**src/rtl/ubf_pkg.sv**
```systemverilog
// shared types and constants of the uart byte fifo with character match
// no dependencies

package ubf_pkg;

    typedef enum logic [2:0] {
        FUNC_RX_BYTE = 3'd0,
        FUNC_TX_FREE = 3'd1,
        FUNC_PUT     = 3'd2,
        FUNC_GET     = 3'd3,
        FUNC_PEEK    = 3'd4,
        FUNC_FLUSH   = 3'd5
    } t_func;

    localparam logic [1:0] CFG_MATCH_A     = 2'd0;
    localparam logic [1:0] CFG_MATCH_B     = 2'd1;
    localparam logic [1:0] CFG_SLOTS_USED  = 2'd2;
    localparam logic [1:0] CFG_MATCH_EN    = 2'd3;

    localparam logic [7:0] EMPTY_BYTE = 8'hFF;

    typedef struct packed {
        logic [2:0] func;
        logic [7:0] data_byte;
    } t_req;

    typedef struct packed {
        logic [7:0] rx_data;
        logic       rx_valid;
        logic       put_accepted;
        logic [7:0] tx_data;
        logic       tx_valid;
        logic       match_hit;
        logic       match_slot;
        logic       overrun;
        logic [7:0] rx_level;
        logic [7:0] tx_level;
        logic       tx_irq_enable;
    } t_rsp;

    typedef enum logic [1:0] {
        ST_IDLE,
        ST_EXEC,
        ST_LOAD
    } t_state;

    typedef struct packed {
        logic capture;
        logic exec;
        logic load;
    } t_cmd;

endpackage

```
**src/rtl/ubf_ram.sv**
```systemverilog
// generic single write port ram with registered read
// no dependencies

module ubf_ram #(
    parameter int WIDTH = 8,
    parameter int DEPTH = 128
) (
    input  logic                     i_clk,
    input  logic                     i_we,
    input  logic [$clog2(DEPTH)-1:0] i_waddr,
    input  logic [WIDTH-1:0]         i_wdata,
    input  logic                     i_re,
    input  logic [$clog2(DEPTH)-1:0] i_raddr,
    output logic [WIDTH-1:0]         o_rdata
);

    logic [WIDTH-1:0] r_mem [DEPTH];
    logic [WIDTH-1:0] r_rdata;

    always_ff @(posedge i_clk) begin
        if (i_we) begin
            r_mem[i_waddr] <= i_wdata;
        end
        if (i_re) begin
            r_rdata <= r_mem[i_raddr];
        end
    end

    assign o_rdata = r_rdata;

endmodule

```
**src/rtl/ubf_ctrl.sv**
```systemverilog
// request sequencer: idle, execute, load result
// depends on ubf_pkg

module ubf_ctrl (
    input  logic          i_clk,
    input  logic          i_rst_n,
    input  logic          i_valid,
    output logic          o_ready,
    output logic          o_valid,
    input  logic          i_ready,
    output ubf_pkg::t_cmd o_cmd
);

    import ubf_pkg::*;

    t_state r_state, n_state;
    logic   r_out_valid, n_out_valid;
    logic   load_ok;

    always_ff @(posedge i_clk) begin
        if (!i_rst_n) begin
            r_state     <= ST_IDLE;
            r_out_valid <= 1'b0;
        end else begin
            r_state     <= n_state;
            r_out_valid <= n_out_valid;
        end
    end

    always_comb begin
        n_state     = r_state;
        n_out_valid = r_out_valid & ~i_ready;
        load_ok     = ~r_out_valid | i_ready;
        o_cmd       = '0;
        unique case (r_state)
            ST_IDLE: begin
                if (i_valid) begin
                    o_cmd.capture = 1'b1;
                    n_state       = ST_EXEC;
                end
            end
            ST_EXEC: begin
                o_cmd.exec = 1'b1;
                n_state    = ST_LOAD;
            end
            ST_LOAD: begin
                if (load_ok) begin
                    o_cmd.load  = 1'b1;
                    n_out_valid = 1'b1;
                    n_state     = ST_IDLE;
                end
            end
            default: begin
                n_state = ST_IDLE;
            end
        endcase
    end

    assign o_ready = (r_state == ST_IDLE);
    assign o_valid = r_out_valid;

endmodule

```
**src/rtl/ubf_dp.sv**
```systemverilog
// datapath: ring pointers, fill counts, match compare, stores and result register
// depends on ubf_pkg and ubf_ram

module ubf_dp #(
    parameter int TX_DEPTH    = 128,
    parameter int RX_DEPTH    = 128,
    parameter int MATCH_SLOTS = 2
) (
    input  logic          i_clk,
    input  logic          i_rst_n,
    input  ubf_pkg::t_cmd i_cmd,
    input  ubf_pkg::t_req i_req,
    input  logic          i_cfg_we,
    input  logic [1:0]    i_cfg_idx,
    input  logic [7:0]    i_cfg_data,
    output ubf_pkg::t_rsp o_rsp
);

    import ubf_pkg::*;

    localparam int TAW  = $clog2(TX_DEPTH);
    localparam int RAW  = $clog2(RX_DEPTH);
    localparam int TFW  = $clog2(TX_DEPTH + 1);
    localparam int RFW  = $clog2(RX_DEPTH + 1);
    localparam int TLVW = (TFW > 8) ? TFW : 8;
    localparam int RLVW = (RFW > 8) ? RFW : 8;

    logic [7:0] r_match_a, r_match_b;
    logic [1:0] r_slots_used;
    logic       r_match_en;

    t_req r_req;
    t_rsp r_res, n_res, r_out;
    t_rsp load_val;
    logic r_sel_rx, n_sel_rx, r_sel_tx, n_sel_tx;

    logic [TAW-1:0] r_tx_head, n_tx_head, r_tx_tail, n_tx_tail;
    logic [TFW-1:0] r_tx_fill, n_tx_fill;
    logic [RAW-1:0] r_rx_head, n_rx_head, r_rx_tail, n_rx_tail;
    logic [RFW-1:0] r_rx_fill, n_rx_fill;
    logic           r_irq_on, n_irq_on;

    logic       tx_we, tx_re, rx_we, rx_re;
    logic [7:0] tx_rdata, rx_rdata;
    logic [1:0] used_sat;
    logic       hit, slot;
    logic [TLVW-1:0] tx_lvl_ext;
    logic [RLVW-1:0] rx_lvl_ext;

    // config registers
    always_ff @(posedge i_clk) begin
        if (!i_rst_n) begin
            r_match_a    <= '0;
            r_match_b    <= '0;
            r_slots_used <= '0;
            r_match_en   <= 1'b0;
        end else if (i_cfg_we) begin
            unique case (i_cfg_idx)
                CFG_MATCH_A:    r_match_a    <= i_cfg_data;
                CFG_MATCH_B:    r_match_b    <= i_cfg_data;
                CFG_SLOTS_USED: r_slots_used <= i_cfg_data[1:0];
                CFG_MATCH_EN:   r_match_en   <= i_cfg_data[0];
                default: ;
            endcase
        end
    end

    always_ff @(posedge i_clk) begin
        if (!i_rst_n) begin
            r_tx_head <= '0;
            r_tx_tail <= '0;
            r_tx_fill <= '0;
            r_rx_head <= '0;
            r_rx_tail <= '0;
            r_rx_fill <= '0;
            r_irq_on  <= 1'b0;
        end else if (i_cmd.exec) begin
            r_tx_head <= n_tx_head;
            r_tx_tail <= n_tx_tail;
            r_tx_fill <= n_tx_fill;
            r_rx_head <= n_rx_head;
            r_rx_tail <= n_rx_tail;
            r_rx_fill <= n_rx_fill;
            r_irq_on  <= n_irq_on;
        end
    end

    // merge ram read data into the result
    always_comb begin
        load_val = r_res;
        if (r_sel_rx) begin
            load_val.rx_data = rx_rdata;
        end
        if (r_sel_tx) begin
            load_val.tx_data = tx_rdata;
        end
    end

    always_ff @(posedge i_clk) begin
        if (i_cmd.capture) begin
            r_req <= i_req;
        end
        if (i_cmd.exec) begin
            r_res    <= n_res;
            r_sel_rx <= n_sel_rx;
            r_sel_tx <= n_sel_tx;
        end
        if (i_cmd.load) begin
            r_out <= load_val;
        end
    end

    // match compare
    always_comb begin
        used_sat = (r_slots_used > 2'(MATCH_SLOTS)) ? 2'(MATCH_SLOTS) : r_slots_used;
        hit      = 1'b0;
        slot     = 1'b0;
        if (r_match_en) begin
            if (used_sat >= 2'd1 && r_req.data_byte == r_match_a) begin
                hit = 1'b1;
            end else if (used_sat >= 2'd2 && r_req.data_byte == r_match_b) begin
                hit  = 1'b1;
                slot = 1'b1;
            end
        end
    end

    always_comb begin
        n_tx_head = r_tx_head;
        n_tx_tail = r_tx_tail;
        n_tx_fill = r_tx_fill;
        n_rx_head = r_rx_head;
        n_rx_tail = r_rx_tail;
        n_rx_fill = r_rx_fill;
        n_irq_on  = r_irq_on;
        n_res     = '0;
        n_sel_rx  = 1'b0;
        n_sel_tx  = 1'b0;
        tx_we     = 1'b0;
        tx_re     = 1'b0;
        rx_we     = 1'b0;
        rx_re     = 1'b0;
        unique case (r_req.func)
            FUNC_RX_BYTE: begin
                n_res.match_hit  = hit;
                n_res.match_slot = slot;
                if (!hit) begin
                    if (r_rx_fill >= RFW'(RX_DEPTH)) begin
                        n_res.overrun = 1'b1;
                    end else begin
                        rx_we     = i_cmd.exec;
                        n_rx_head = (r_rx_head == RAW'(RX_DEPTH - 1)) ? '0 : r_rx_head + 1'b1;
                        n_rx_fill = r_rx_fill + 1'b1;
                    end
                end
            end
            FUNC_TX_FREE: begin
                if (r_tx_fill != '0) begin
                    tx_re          = i_cmd.exec;
                    n_sel_tx       = 1'b1;
                    n_res.tx_valid = 1'b1;
                    n_tx_tail = (r_tx_tail == TAW'(TX_DEPTH - 1)) ? '0 : r_tx_tail + 1'b1;
                    n_tx_fill = r_tx_fill - 1'b1;
                    if (r_tx_fill == TFW'(1)) begin
                        n_irq_on = 1'b0;
                    end
                end
            end
            FUNC_PUT: begin
                if (r_tx_fill < TFW'(TX_DEPTH)) begin
                    tx_we              = i_cmd.exec;
                    n_tx_head = (r_tx_head == TAW'(TX_DEPTH - 1)) ? '0 : r_tx_head + 1'b1;
                    n_tx_fill          = r_tx_fill + 1'b1;
                    n_irq_on           = 1'b1;
                    n_res.put_accepted = 1'b1;
                end
            end
            FUNC_GET: begin
                if (r_rx_fill != '0) begin
                    rx_re          = i_cmd.exec;
                    n_sel_rx       = 1'b1;
                    n_res.rx_valid = 1'b1;
                    n_rx_tail = (r_rx_tail == RAW'(RX_DEPTH - 1)) ? '0 : r_rx_tail + 1'b1;
                    n_rx_fill = r_rx_fill - 1'b1;
                end else begin
                    n_res.rx_data = EMPTY_BYTE;
                end
            end
            FUNC_PEEK: begin
                if (r_rx_fill != '0) begin
                    rx_re          = i_cmd.exec;
                    n_sel_rx       = 1'b1;
                    n_res.rx_valid = 1'b1;
                end else begin
                    n_res.rx_data = EMPTY_BYTE;
                end
            end
            FUNC_FLUSH: begin
                n_tx_head = '0;
                n_tx_tail = '0;
                n_tx_fill = '0;
                n_rx_head = '0;
                n_rx_tail = '0;
                n_rx_fill = '0;
            end
            default: ;
        endcase
        tx_lvl_ext          = TLVW'(n_tx_fill);
        rx_lvl_ext          = RLVW'(n_rx_fill);
        n_res.tx_level      = tx_lvl_ext[7:0];
        n_res.rx_level      = rx_lvl_ext[7:0];
        n_res.tx_irq_enable = n_irq_on;
    end

    ubf_ram #(
        .WIDTH (8),
        .DEPTH (TX_DEPTH)
    ) u_tx_ram (
        .i_clk   (i_clk),
        .i_we    (tx_we),
        .i_waddr (r_tx_head),
        .i_wdata (r_req.data_byte),
        .i_re    (tx_re),
        .i_raddr (r_tx_tail),
        .o_rdata (tx_rdata)
    );

    ubf_ram #(
        .WIDTH (8),
        .DEPTH (RX_DEPTH)
    ) u_rx_ram (
        .i_clk   (i_clk),
        .i_we    (rx_we),
        .i_waddr (r_rx_head),
        .i_wdata (r_req.data_byte),
        .i_re    (rx_re),
        .i_raddr (r_rx_tail),
        .o_rdata (rx_rdata)
    );

    assign o_rsp = r_out;

endmodule

```
**src/rtl/uart_byte_fifo_with_char_match_unit.sv**
```systemverilog
// uart byte engine: transmit and receive ring fifos with receive character match
// result valid after execute and load; load stalls while an earlier result waits untaken
// one request at a time (capture, execute, load after the registered ram read)
// the next request is taken while a finished result still waits in the output register
// reset: synchronous active low; clears pointers, fill counts, irq enable, config registers
// depends on ubf_pkg, ubf_ctrl, ubf_dp, ubf_ram

module uart_byte_fifo_with_char_match_unit #(
    parameter int TX_DEPTH    = 128,
    parameter int RX_DEPTH    = 128,
    parameter int MATCH_SLOTS = 2
) (
    input  logic          i_clk,
    input  logic          i_rst_n,
    input  logic          i_valid,
    output logic          o_ready,
    input  ubf_pkg::t_req i_req,
    output logic          o_valid,
    input  logic          i_ready,
    output ubf_pkg::t_rsp o_rsp,
    input  logic          i_cfg_we,
    input  logic [1:0]    i_cfg_idx,
    input  logic [7:0]    i_cfg_data
);

    import ubf_pkg::*;

    t_cmd cmd;

    ubf_ctrl u_ctrl (
        .i_clk   (i_clk),
        .i_rst_n (i_rst_n),
        .i_valid (i_valid),
        .o_ready (o_ready),
        .o_valid (o_valid),
        .i_ready (i_ready),
        .o_cmd   (cmd)
    );

    ubf_dp #(
        .TX_DEPTH    (TX_DEPTH),
        .RX_DEPTH    (RX_DEPTH),
        .MATCH_SLOTS (MATCH_SLOTS)
    ) u_dp (
        .i_clk      (i_clk),
        .i_rst_n    (i_rst_n),
        .i_cmd      (cmd),
        .i_req      (i_req),
        .i_cfg_we   (i_cfg_we),
        .i_cfg_idx  (i_cfg_idx),
        .i_cfg_data (i_cfg_data),
        .o_rsp      (o_rsp)
    );

endmodule
```
**config.mk**
```make
export PLATFORM = sky130hd
export DESIGN_NAME = uart_byte_fifo_with_char_match_unit
export DESIGN_NICKNAME = d
export VERILOG_FILES = /design/src/rtl/ubf_pkg.sv /design/src/rtl/ubf_ram.sv /design/src/rtl/ubf_ctrl.sv /design/src/rtl/ubf_dp.sv /design/src/rtl/uart_byte_fifo_with_char_match_unit.sv
export SDC_FILE = /design/constraint.sdc
export NUM_CORES = 2
export LEC_CHECK = 0
export ABC_CLOCK_PERIOD_IN_PS = 13650
export BUFFER_PORTS_ARGS = -buffer_cell sky130_fd_sc_hd__buf_2
export CORE_MARGIN = 10
export CORE_UTILIZATION = 50
export CTS_CLUSTER_SIZE = 14
export DETAILED_ROUTE_END_ITERATION = 10
export GPL_TIMING_DRIVEN = 1
export PLACE_DENSITY = 0.69
export SYNTH_ARGS = -nofsm -noshare
export SYNTH_HDL_FRONTEND = slang
export SYNTH_SLANG_ARGS = --single-unit
```
**constraint.sdc**
```tcl
create_clock -name i_clk -period 13.65 [get_ports i_clk]
set_input_delay 1.365 -clock i_clk [delete_from_list [all_inputs] [get_ports i_clk]]
set_output_delay 1.365 -clock i_clk [all_outputs]
set_load 0.1 [all_outputs]
```
=== Yosys cells after proc, flatten, opt, wreduce, memory -nomap -nowiden ===
Memories as Yosys holds them, arrays and structs flattened. A register that Yosys moved wholly into a read port is not among the register bits.
Index checks and enable logic that the tools add are counted.

* Register bits after elaboration: 148
* RAM bits: 2048
* Bits of input ports: 26
* Output and inout port bits: 41
* Logic and storage cells: 161
* Memories: 2

* $add $sub $neg: 8
* Magnitude comparators: 5
* Equal/unequal tests: 24
* Muxes and demuxes: 57
* Bitwise gates (word level): 6
* Reductions and logical operators: 23

{| class="wikitable"
|+ Memories
! name !! depth !! width !! read ports !! clocked after Yosys merged registers in !! write ports !! line !! source
|-
| u_dp.u_rx_ram.r_mem || 128 || 8 || 1 || 1 || 1 || ubf_ram.sv:17 || <nowiki>logic [WIDTH-1:0] r_mem [DEPTH];</nowiki>
|-
| u_dp.u_tx_ram.r_mem || 128 || 8 || 1 || 1 || 1 || ubf_ram.sv:17 ||
|}

{| class="wikitable"
|+ Operators by type and width
! operator !! number
|-
| 7-bit 2-to-1 mux || 9
|-
| 8-bit 2-to-1 mux || 7
|-
| 7-bit one-hot mux with 2 select lines || 4
|-
| 8-bit one-hot mux with 3 select lines || 2
|-
| 1-bit 2-to-1 mux || 30
|-
| 7-bit by 1-bit adder with 7-bit output (second input constant) || 4
|-
| 7-bit equality test (second input constant) || 4
|-
| 8-bit by 1-bit adder with 8-bit output (second input constant) || 2
|-
| 8-bit equality test || 2
|-
| 8-bit nonzero test || 2
|-
| 8-bit by 1-bit subtractor with 8-bit output (second input constant) || 2
|-
| 2-bit AND reduction || 5
|-
| 3-bit AND reduction || 3
|-
| 8-bit by 1-bit equality test with 1-bit output (second input constant) || 1
|-
| 8-bit greater-or-equal comparator (second input constant) || 1
|-
| 8-bit < comparator (second input constant) || 1
|-
| 2-bit by 1-bit != test with 1-bit output (second input constant) || 4
|-
| 2-bit nonzero test || 4
|-
| 2-bit equality test (second input constant) || 3
|-
| 3-bit by 2-bit equality test with 1-bit output (second input constant) || 2
|-
| 3-bit equality test (second input constant) || 2
|-
| 2-bit 2-to-1 mux || 3
|-
| 2-bit != test (second input constant) || 3
|-
| 2-bit one-hot mux with 3 select lines || 1
|-
| 15 further kinds || 22
|}

=== Depth between registers and ports, before layout ===
* Word-level depth: 11
* Depth in mapped cells: 10
* Gate-level depth less buffers: 9

=== Cells and area by module ===
From an unflattened synthesis, not the netlist that was laid out.

* Cell total of the unflattened synthesis: 3901
* Area total of the unflattened synthesis: 86165.1 sq um

{| class="wikitable"
|+ Modules (own cells, without submodules)
! module !! times used !! cells each !! area an instance (sq um) !! sequential area each (sq um)
|-
| ubf_ram || 2 || 1635 || 39745.6 || 30989.7
|-
| ubf_dp || 1 || 618 || 6535.0 || 3503.4
|-
| ubf_ctrl || 1 || 13 || 138.9 || 60.1
|}

=== Worst setup path after synthesis ===
No wires, ideal clock.

* Path type: flip-flop to flip-flop
* Start point: register u_dp.r_req[3] in the netlist's numbering
* End point: memory u_dp.u_rx_ram.r_mem[63][0] (enable)
* Setup time: 0.398 ns
* Data arrival time: 5.702 ns
* Data required time: 13.252 ns
* Slack: 7.550 ns
* Stages on the path, launching flop included: 8
* Path buffers: 1
* Period minus slack after synthesis: 6.100 ns
* Cells stage by stage: edfxtp_1 > inv_1 > o221ai_1 > nor2_1 > a31oi_1 > clkbuf_1 > nand2_1 > nor4b_1

* Word-level cells in the longest chain between the ends: 9
* Elaborated cells on any way between the ends: 11
* Those cells by class: eq/ne: 2; mux: 7; reduce/logical: 2

{| class="wikitable"
|+ RTL lines
! element !! line !! source
|-
| start: declaration || ubf_dp.sv:32 || <nowiki>t_req r_req;</nowiki>
|-
| start signal: assignment || ubf_dp.sv:101 || <nowiki>r_req <= i_req;</nowiki>
|-
| 8-bit equality test || ubf_dp.sv:121 || <nowiki>end else if (used_sat >= 2'd2 && r_req.data_byte == r_match_b) begin</nowiki>
|-
| 1-bit logical AND || ubf_dp.sv:121 ||
|-
| 1-bit 2-to-1 mux || ubf_dp.sv:121 ||
|-
| 1-bit 2-to-1 mux * || ubf_dp.sv:119 || <nowiki>if (used_sat >= 2'd1 && r_req.data_byte == r_match_a) begin</nowiki>
|-
| 1-bit 2-to-1 mux * || ubf_dp.sv:118 || <nowiki>if (r_match_en) begin</nowiki>
|-
| 1-bit 2-to-1 mux * || ubf_dp.sv:147 || <nowiki>if (!hit) begin</nowiki>
|-
| 1-bit 2-to-1 mux * || ubf_dp.sv:143 || <nowiki>unique case (r_req.func)</nowiki>
|-
| 1-bit 2-to-1 mux * || ubf_ram.sv:21 || <nowiki>if (i_we) begin</nowiki>
|-
| 1-bit 2-to-1 mux (implied by the code) * || ubf_ram.sv:22 || <nowiki>r_mem[i_waddr] <= i_wdata;</nowiki>
|-
| end: declaration || ubf_ram.sv:17 ||
|}

Mark *: on every way between the ends. The rest lies on a longest branch, timed or not.

==> results.tsv <==
metric	value	unit
status	finished clean	
cts_made_buffers	206	
slew_headroom	18.4	%
chipWidth	433	um
io_pins	67	
wirelength	195	mm
internal_power	0.0106	W
synth_ff_type	edfxtp_1	
path_clk_slew	0.06	ns
power_frac_seq	56.5	%
initial_utilization	50.3	%
cts.path.max_buffers	3	
synthArstFlopShare	0	%
p_switching	0.00263	W
p_per_area	140	nW/um^2
min_path_type	reg -> reg	
die_area	187000	um^2
num_vias	41800	
r2r-start	u_dp.r_rx_tail[0]	
rsz0062_at_grt	false	
start_kind	flop	
area_delta_synth_final	10.6	%
p_clk_share	41.2	%
drv_slew	0	
synth_top_cells_by_area	edfxtp_1, mux4_2, dfxtp_1	
period_share	33.9	%
cts-root-buf	clkbuf_16	
pwr-share-comb	2.3	%
r2r_slack	9.03	ns
finalNonFillerCells	6681	
fin_nets	4336	
synth_edf_count	2138	
worstHoldStart	u_dp.load_val[4]	
synth_top_area_share	75.3	%
fmax	0.216	GHz
core_region_area	169000	um^2
placementRows	151	
holdWs	0.419	ns
grt_pass1_vias	41700	
layout_min_cycle_time	4.62	ns
min_to	u_dp.o_rsp[4]	
grt_overflow_total	0	
die_h	433	um
synth_area_leader_cell	edfxtp_1	
worstSetupEndpointType	flop	
gp_congestion	0.848	
drtIter0Drc	5004	
swShare	19.9	%
worst_pin_slew	1.22	ns
dpl.cell_count	6309	
dp_hpwl	114	mm
grt_max_degree	198	
r2r_cells	7	
cap_viol_max_count	0	
clock-sinks	2205	
hold_viol	0	
crit_type	reg -> reg	
drive_gt1_share	22.6	%
ys_seq_area_share	76.9	%
critPathMaxFanout	113	
worstReg2RegEnd	u_dp.u_rx_ram.o_rdata[0]	
synthDistinctLibCells	66	
routedWlPerCell	29.1	um
finish.utilization	55.6	%
holdPathStages	0	
setup_viol	0	
antenna_found_initial	4	
ys_ff_latch	2205	
cts_resized	0	
portBuffers	66	
p_leak	28.0	nW
finClkSkew	0.0253	ns
post_cts_buffers	0	
cts_tree	yes	
yosys_warnings	0	
peakVddDrop	112	uV
syn_area_per_cell	20.3	um^2
grt_pass1_wl	285	mm
htreeDepth	4	
synthesis.nets	4230	
synth_area	85300	um^2
drt-vias-per-instance	6.26	
worstSkewPairLatency	0.83	ns
fin_tns_setup	0	ns
cp_data_arrival_time	5.18	ns
required	14.21	ns
grt_usage	20.6	%
drtAntennaViolNets	0	
postSynthCellCount	4193	
drc_errors	0	
drtPass1Iterations	5	
hold_buffers	0	
==> synth_stat cells, types with 11 or more instances <==
cell	number
a21oi_1	31
a31oi_1	11
and2_1	18
buf_1	21
buf_2	44
buf_4	12
buf_6	11
clkbuf_1	152
dfxtp_1	67
edfxtp_1	2138
ha_1	11
inv_1	14
mux2_2	65
mux2i_1	23
mux4_2	512
nand2_1	94
nand2b_1	12
nand3_1	41
nand3b_1	11
nand4_1	16
nor2_1	351
nor2b_1	24
nor3_1	27
nor4_1	69
o21ai_0	87
o22ai_1	194
or4_1	19
xnor2_1	16
xor2_1	12
==> sequential cells by signal, summed over array words and instances (netlist names), 2 cells and up <==
signal,cells
u_dp.u_tx_ram.r_mem,1024
u_dp.load_val,21
u_dp.r_rx_tail,7
u_dp.r_tx_tail,7
u_dp.u_rx_ram.o_rdata,8
u_dp.r_slots_used,2
u_dp.r_match_b,8
u_dp.r_rx_head,7
u_dp.u_rx_ram.r_mem,1024
u_dp.r_req,11
u_dp.r_match_a,8
u_dp.r_tx_fill,8
u_ctrl.r_state,2
u_dp.o_rsp,39
u_dp.u_tx_ram.o_rdata,8
u_dp.r_tx_head,7
u_dp.r_rx_fill,8
==> placed cells by master (no fill, tap or decap), drive strengths merged, types with 12 or more instances in the layout <==
| cell | Yosys | routed |
|---|---|---|
| o22ai | 194 | 194 |
| nand2b | 12 | 12 |
| nand4 | 16 | 16 |
| nor4 | 69 | 69 |
| or4 | 19 | 19 |
| and2 | 18 | 18 |
| dfxtp | 67 | 67 |
| nand2 | 94 | 94 |
| xor2 | 12 | 12 |
| nor2b | 24 | 24 |
| inv | 14 | 22 |
| mux2i | 23 | 23 |
| clkbuf | 152 | 272 |
| o21ai | 87 | 87 |
| mux4 | 512 | 512 |
| xnor2 | 16 | 16 |
| nand3 | 41 | 41 |
| bufinv | 0 | 13 |
| nor3 | 27 | 27 |
| buf | 88 | 138 |
| edfxtp | 2138 | 2138 |
| mux2 | 65 | 65 |
| a21oi | 31 | 31 |
| nor2 | 351 | 351 |
| clkinv | 2 | 80 |
==> cell families (layout without fill, tap and decap cells) <==
| kind of cell | Yosys count | count (layout) | synth area share, % |
|---|---|---|---|
| AOI/OAI and AO/OA | 379 | 379 | 2.77 |
| adders and majority gates | 11 | 11 | 0.161 |
| xor gates and xnor gates | 28 | 28 | 0.288 |
| muxes | 600 | 600 | 14.7 |
| buffers and inverters | 256 | 525 | 1.34 |
| DFF | 2205 | 2205 | 76.9 |
| and+or+nand+nor | 714 | 714 | 3.92 |
| other | 0 | 1 | 0 |
==> through the flow <==
step	total power, W	worst slack (ns)	instance area [um^2]
finish	0.0132	9.03	94300
global route	0.0136	8.69	94300
CTS	0.0133	8.91	94300
detailed placement	0.00792	8.94	88000
global placement	0.00791	8.97	88000
floorplan	0.00782	7.55	85300
==> cell type report <==
type / count / area, um^2
Fill cell: 12500 / 75200
Sequential cell: 2205 / 65600
Multi-Input combinational cell: 1732 / 18600
Clock buffer: 272 / 5500
Tap cell: 2218 / 2780
Timing Repair Buffer: 138 / 971
Clock inverter: 99 / 821
Inverter: 16 / 60.1
Antenna cell: 1 / 2.50
==> layer usage <==
metal	share of wire, %	GRT usage [%]
met1	39	28.0
met2	50	33.9
met5	0.015	0
met3	7.3	3.60
met4	3.3	7.05
==> power by group through the flow <==
stage          Combinational, W  Sequential, W  Clock [W]
5_1_grt                0.000328        0.00746    0.00579
4_1_cts                0.000309        0.00747    0.00552
3_5_place_dp           0.000309        0.00761          0
3_3_place_gp           0.000301        0.00761          0
6_report               0.000305        0.00747    0.00545
2_1_floorplan          0.000122        0.00770          0
==> critical path: stages, from the launching register on <==
cell and delay (ns):
dfxtp_4 0.89, buf_12 0.60, buf_12 0.66, mux4_2 0.61, mux2_2 0.30, o22ai_1 0.27, nor4_1 0.13, or4_1 0.43
==> how the worst max path moves through the flow <==
stage / start / end / slack [ns] / depth (start not counted)
global placement: u_dp.r_rx_tail[0] / u_dp.u_rx_ram.o_rdata[4] / 8.97 / 7
CTS: u_dp.r_rx_tail[0] / u_dp.u_rx_ram.o_rdata[3] / 8.91 / 7
floorplan: u_dp.r_req[3] / u_dp.u_rx_ram.r_mem[63][0] / 7.55 / 7
global route: u_dp.r_rx_tail[0] / u_dp.u_rx_ram.o_rdata[0] / 8.69 / 7
finish: u_dp.r_rx_tail[0] / u_dp.u_rx_ram.o_rdata[0] / 9.03 / 7
detailed placement: u_dp.r_rx_tail[0] / u_dp.u_rx_ram.o_rdata[3] / 8.94 / 7
Note: power is estimated with default switching activity, not from simulation.
